--- src/hw/rtl/dlc_pkg.sv ---
// Shared types and constants for the daylight locus chromaticity pipeline.
// Used by dlc_poly, dlc_div, dlc_ycalc and the top level. No dependencies.
`timescale 1ns / 1ps

package dlc_pkg;

  // Fraction bits of x and y (valid range 12..24)
  localparam int FRAC_BITS = 16;

  // Result field width
  localparam int OUT_W = 16;
  localparam logic [OUT_W-1:0] OUT_LIM = (FRAC_BITS >= OUT_W) ? {OUT_W{1'b1}} :
                                         OUT_W'((64'd1 << FRAC_BITS) - 64'd1);

  // Temperature window, kelvin
  localparam int TIN_W = 16;
  localparam logic [TIN_W-1:0] T_MIN  = 16'd4000;
  localparam logic [TIN_W-1:0] T_KNEE = 16'd7000;
  localparam logic [TIN_W-1:0] T_MAX  = 16'd25000;

  // Datapath widths for an in-window temperature (T < 2^15)
  localparam int T_W      = 15;
  localparam int S1_W     = 33;
  localparam int T2_W     = 30;
  localparam int S2_W     = 48;
  localparam int T3_W     = 45;
  localparam int S2_SPLIT = 24;
  localparam int T3_SPLIT = 22;
  localparam int NUM_W    = 64;
  localparam int DEN_W    = 64;

  // Cubic coefficients, scaled: a0, a1*1e3, a2*1e6, a3*1e9 (units of 1e-6)
  localparam logic [17:0] A0_LO = 18'd244063;
  localparam logic [17:0] A0_HI = 18'd237040;
  localparam logic [27:0] A1_LO = 28'd99110000;
  localparam logic [27:0] A1_HI = 28'd247480000;
  localparam logic [41:0] A2_LO = 42'd2967800000000;
  localparam logic [41:0] A2_HI = 42'd1901800000000;
  localparam logic signed [NUM_W-1:0] A3_LO = -64'sd4607000000000000;
  localparam logic signed [NUM_W-1:0] A3_HI = -64'sd2006400000000000;
  localparam logic [19:0] DEN_SCALE = 20'd1000000;

  // y = (-600 x^2 + 574 x - 55) / 200, with rounding offset 100
  localparam int Y_LIN  = 574;
  localparam int Y_SQ   = 600;
  localparam int Y_OFS  = 55;
  localparam int Y_DIV  = 200;
  localparam int Y_HALF = 100;

  localparam int XSQ_W = 2 * OUT_W;
  localparam int XS_W  = OUT_W + 10;
  localparam int YV_A  = XS_W + FRAC_BITS;
  localparam int YV_B  = XSQ_W + 10;
  localparam int YV_C  = 2 * FRAC_BITS + 6;
  localparam int YV_AB = (YV_A > YV_B) ? YV_A : YV_B;
  localparam int YV_W  = ((YV_AB > YV_C) ? YV_AB : YV_C) + 1;
  // scaled y numerator stays below 83 * 2^F
  localparam int V_W   = FRAC_BITS + 7;
  localparam int Q0_W  = FRAC_BITS + 1;

  // reciprocal of 200, truncated; error below one for V_W <= 32
  localparam int RECIP_SH = 32;
  localparam int RECIP_W  = 25;
  localparam logic [RECIP_W-1:0] RECIP_200 = RECIP_W'((64'd1 << RECIP_SH) / 64'd200);

  // Stage counts
  localparam int POLY_LAT  = 4;
  localparam int DIV_LAT   = FRAC_BITS + 2;
  localparam int Y_LAT     = 5;
  localparam int TOTAL_LAT = POLY_LAT + DIV_LAT + Y_LAT;

  // Control that travels with each beat
  typedef struct packed {
    logic valid;
    logic in_range;
  } ctl_t;

endpackage

--- src/hw/rtl/dlc_ycalc.sv ---
// y from the rounded x: round((-600 x^2 + 574 x 2^F - 55 2^2F) / (200 2^F)).
// Five register stages, range gating at the output. Depends on dlc_pkg.
`timescale 1ns / 1ps

module dlc_ycalc (
  input  logic                       clk,
  input  logic                       rst,
  input  dlc_pkg::ctl_t              ctl_in,
  input  logic [dlc_pkg::OUT_W-1:0]  x,
  output logic                       done,
  output logic [dlc_pkg::OUT_W-1:0]  chroma_x,
  output logic [dlc_pkg::OUT_W-1:0]  chroma_y,
  output logic                       in_range
);

  localparam int F      = dlc_pkg::FRAC_BITS;
  localparam int OW     = dlc_pkg::OUT_W;
  localparam int YV_W   = dlc_pkg::YV_W;
  localparam int V_W    = dlc_pkg::V_W;
  localparam int Q0_W   = dlc_pkg::Q0_W;
  localparam int PROD_W = V_W + dlc_pkg::RECIP_W;
  localparam int CMP_W  = (Q0_W > OW) ? Q0_W : OW;

  dlc_pkg::ctl_t c1, c2, c3, c4;
  logic [OW-1:0] x1, x2, x3, x4;
  logic [dlc_pkg::XSQ_W-1:0] xsq1;
  logic [dlc_pkg::XS_W-1:0]  xs1;
  logic signed [YV_W-1:0]    yv2;
  logic [YV_W-1:0]           yv_next;
  logic                      pos3, pos4;
  logic [V_W-1:0]            v3, v4, v_next, r;
  logic [PROD_W-1:0]         prod;
  logic [Q0_W-1:0]           q4, qy;
  logic [OW-1:0]             y_next;

  // Scaled y numerator
  assign yv_next = (YV_W'(xs1) << F) -
                   YV_W'(xsq1) * YV_W'(dlc_pkg::Y_SQ) -
                   (YV_W'(dlc_pkg::Y_OFS) << (2 * F));

  // Drop the 2^F scale and add the rounding half
  assign v_next = V_W'(yv2 >>> F) + V_W'(dlc_pkg::Y_HALF);

  // Divide by 200: reciprocal estimate, one correction
  assign prod = PROD_W'(v3) * PROD_W'(dlc_pkg::RECIP_200);
  assign r    = v4 - V_W'(q4) * V_W'(dlc_pkg::Y_DIV);
  assign qy   = q4 + Q0_W'(r >= V_W'(dlc_pkg::Y_DIV));

  always_comb begin
    if (!pos4) begin
      y_next = '0;
    end else if (CMP_W'(qy) > CMP_W'(dlc_pkg::OUT_LIM)) begin
      y_next = dlc_pkg::OUT_LIM;
    end else begin
      y_next = OW'(qy);
    end
  end

  // Control stages
  always_ff @(posedge clk) begin
    if (rst) begin
      c1   <= '0;
      c2   <= '0;
      c3   <= '0;
      c4   <= '0;
      done <= 1'b0;
    end else begin
      c1   <= ctl_in;
      c2   <= c1;
      c3   <= c2;
      c4   <= c3;
      done <= c4.valid;
    end
  end

  // Payload stages
  always_ff @(posedge clk) begin
    x1       <= x;
    xsq1     <= dlc_pkg::XSQ_W'(x) * dlc_pkg::XSQ_W'(x);
    xs1      <= dlc_pkg::XS_W'(x) * dlc_pkg::XS_W'(dlc_pkg::Y_LIN);
    x2       <= x1;
    yv2      <= yv_next;
    x3       <= x2;
    pos3     <= yv2 > 0;
    v3       <= v_next;
    x4       <= x3;
    pos4     <= pos3;
    v4       <= v3;
    q4       <= Q0_W'(prod >> dlc_pkg::RECIP_SH);
    in_range <= c4.in_range;
    chroma_x <= c4.in_range ? x4 : '0;
    chroma_y <= c4.in_range ? y_next : '0;
  end

endmodule

--- config.mk ---
export PLATFORM = sky130hd
export DESIGN_NAME = dlc_ycalc
export DESIGN_NICKNAME = d
export VERILOG_FILES = /design/src/hw/rtl/dlc_pkg.sv /design/src/hw/rtl/dlc_ycalc.sv
export SDC_FILE = /design/constraint.sdc
export NUM_CORES = 2
export LEC_CHECK = 0
export ABC_AREA = 0
export BUFFER_PORTS_ARGS = -buffer_cell sky130_fd_sc_hd__buf_4
export CELL_PAD_IN_SITES_DETAIL_PLACEMENT = 0
export CELL_PAD_IN_SITES_GLOBAL_PLACEMENT = 1
export CORE_UTILIZATION = 40
export DETAILED_ROUTE_END_ITERATION = 8
export PLACE_DENSITY = 0.73
export SETUP_SLACK_MARGIN = 0.3
export SYNTH_ARGS = -nofsm -noshare
export SYNTH_HDL_FRONTEND = slang
export SYNTH_SLANG_ARGS = --single-unit
export TNS_END_PERCENT = 5
--- constraint.sdc ---
create_clock -name clk -period 11.5 [get_ports clk]
set_input_delay 0.575 -clock clk [delete_from_list [all_inputs] [get_ports clk]]
set_output_delay 0.575 -clock clk [all_outputs]
set_load 0.02 [all_outputs]
==> summary.md <==
| Metric | Value |
|---|---|
| TritonCTS buffer count | `34` |
| Layout cell share with drive strength beyond 1 | `0.0406` |
| Met3 Usage GRT | `0.0196` |
| Syn Inst Count | `3332` |
| Vias in the first global route | `23000` |
| Cts repair resizes | `0` |
| Startpoint types | `flip-flop` |
| WP data required | `11.90 ns` |
| CP Class | `reg2reg` |
| Post-synth net total | `4476` |
| Max Cap Viol | `0` |
| Htree depth | `2` |
| Initial antenna violation count | `0` |
| Crit Path Max Fanout | `15` |
| Reg-to-reg setup timing slack | `4.04 ns` |
| Clk buf depth | `3` |
| Most used routing layer | `met2` |
| Most frequent CP cell | `ha_1` |
| Post-synthesis cell type count | `68` |
| Core ar. | `80800 µm²` |
| Crit end category | `flip-flop` |
| Largest net degree at the start of global routing | `24` |
| Grt met1 use | `0.228` |
| Synthesized area per cell | `9.85 µm²` |
| Drt total wl | `71.1 mm` |
| Async set-reset flop share out of synthesis | `0` |
| Slew @ Worst Pin | `between 0.8 and 0.9 ns` |
| Clock sink count | `259` |
| CTS hold repair buffers | `0` |
| Met2 global-route usage | `0.321` |
| Initial Util | `0.406` |
| Most used flip-flop cell after synthesis | `dfxtp_1` |
| Ant. Diodes | `0` |
| Hold Crit Class | `in2reg` |
| Most frequent cells in the layout | `inv_1, ha_1, fa_1` |
| Fmax | `roughly 0.13 GHz` |
| CTS tree | `built` |
| Fillers | `7847` |
| # IOs | `54` |
| Fin area | `between 30000 and 40000 µm²` |
| Crit path max-delay cell type | `dfxtp_1` |
| Drt pass-1 iters | `7` |
| Setup violators final | `0` |
| Finished Layout Cells | `between 4000 and 5000` |
| Total number of vias | `21600` |
| Run status | `finished, violations left` |
| Placed instance count | `4426` |
| Final hold violations | `0` |
| Nets | `4546` |
| GPL Wtd Cong | `between 0.8 and 0.9` |
| RR Startpoint | `q4[1]` |
| Worst hold start | `ctl_in[1]` |
| Clock Latency Late Sink | `0.55 ns` |
| GRT Total Usage | `0.178` |
| First-pass GRT wire length | `117 mm` |
| Synth Cell Area | `between 30000 and 40000 µm²` |
| Max_slew headroom | `0.404` |
| # Post-CTS Setup Buffers | `0` |
| Synth Register Bits | `about 260` |
| Slowest stage delay, CP | `0.51 ns` |
| # port buffers | `53` |
| Failing checks | `DRC` |
| Die ar. | `83200 µm²` |
| FF-to-FF path depth | `31` |
| CP startpoint | `q4[1]` |
| Routed wire per std cell | `15.9 µm` |
| Routed Antenna Nets | `0` |
| WP data arrival | `roughly 7.9 ns` |
| RSZ-0062 raised after global routing | `no` |
| End of the worst register-to-register path | `chroma_y[7]` |
| Root buf cell | `clkbuf_16` |
| Grt ovf | `0` |
| Most common cell after layout, fill and taps aside | `inv_1` |
| Sequential share of the synthesized area | `0.158` |
| Post-detail-place hpwl | `59.5 mm` |
| # DRC | `2` |
| Post-synth EDFFs | `0` |
| Via/cell ratio | `4.82` |
| Final min period | `7.46 ns` |
| Placed instance area | `between 30000 and 40000 µm²` |
| Final Cycle Share | `0.649` |
| Crit path to | `chroma_y[7]` |
| Final setup TNS | `0 ns` |
| Row cnt | `approximately 100` |
| Synth Warn # | `0` |
| Die Y | `288 µm` |
| Clock Pin Slew Worst Setup and Hold Paths | `0.06 ns` |
| Layout area overhead | `8.58%` |
| Clock skew | `0.0357 ns` |
| Chip width | `288 µm` |
| Slew Viols, Final | `0` |
| Iter 0 DRT Violations | `735` |
-- state kept, by name, summed over array words and instances, names as in the netlist, 15 cells and up --
signal / cells
chroma_y: 16
x4: 16
q4: 16
chroma_x: 16
yv2: 39
v4: 20
x2: 15
xsq1: 31
v3: 23
x3: 16
x1: 15
xs1: 24
-- worst min path at each step --
stage	to	depth (start not counted)	slack, ns
final	c1[1]	2	0.24
after global routing	c1[0]	2	0.22
after CTS	c1[1]	2	0.21
after detailed placement	x3[1]	0	0.31
after global placement	x4[15]	0	0.31
after floorplan	pos4	0	0.31
-- per-stage QoR --
stage | util | setup WS [ns] | hold WS [ns]
finish | 0.441 | 4.04 | 0.237
global placement | 0.427 | 4.16 | 0.309
CTS | 0.441 | 3.95 | 0.205
global route | 0.441 | 3.42 | 0.220
floorplan | - | 4.75 | 0.310
detailed placement | 0.427 | 3.99 | 0.312
-- synth_stat cells, drive strengths merged, types with 5 or more instances --
cell	n	area, µm²
a2111oi	6	52.6
a311oi	5	43.8
a211oi	10	75.1
nand4	26	163
nand2b	18	113
a21o	57	428
nor3	42	210
nor2	121	454
clkbuf	23	86.3
inv	773	2900
o22ai	5	37.5
a31o	6	52.6
o211ai	9	67.6
xnor2	127	1110
o21bai	26	195
mux2i	6	60.1
nand3	41	205
a21boi	8	60.1
o21a	11	82.6
xor2	53	464
o21ai	80	404
and2	58	363
nor4	16	100
or2	10	62.6
nand2	141	529
nor2b	26	163
ha	654	8180
dfxtp	259	5180
and3	23	149
fa	470	9410
a31oi	15	93.8
a21oi	134	671
-- critical path: cells and delay by family, from the launching register on --
family	cells	cell delay (ns)
AO/OA/AOI/OAI	12	2.56
adder cells (fa/ha/maj)	7	2.23
buffers and inverters	2	0.16
flip-flops	1	0.51
multiplexers	1	0.12
AND/OR/NAND/NOR	9	1.71
-- cell families (layout without fill, tap and decap cells) --
logic type,after synthesis,count (layout),synth area share
AO/OA/AOI/OAI,414,414,0.0804
XOR/XNOR,181,181,0.0487
adder cells (fa/ha/maj),1124,1124,0.536
buffers and inverters,799,894,0.0914
flip-flops,259,259,0.158
multiplexers,7,7,0.00217
AND/OR/NAND/NOR,548,548,0.0834
-- layout make-up --
type	instances	area, µm²	share of cell area
clock buffer	44	970	0.0272
clock inverter	17	180	0.00506
inverter	776	2910	0.0817
multi-input combinational	2274	24600	0.691
sequential	259	5180	0.145
tap	1060	1330	0.0372
timing repair buffer	57	428	0.0120
-- metal layers --
layer | wire length, µm | part of all wire
met2 | 35300 | 0.50
met5 | 0 | 0
met4 | 1280 | 0.018
met3 | 1770 | 0.025
met1 | 32800 | 0.46
Power is not shown: default switching activity piles up to over one toggle a cycle in this logic, so the estimate is an artifact.
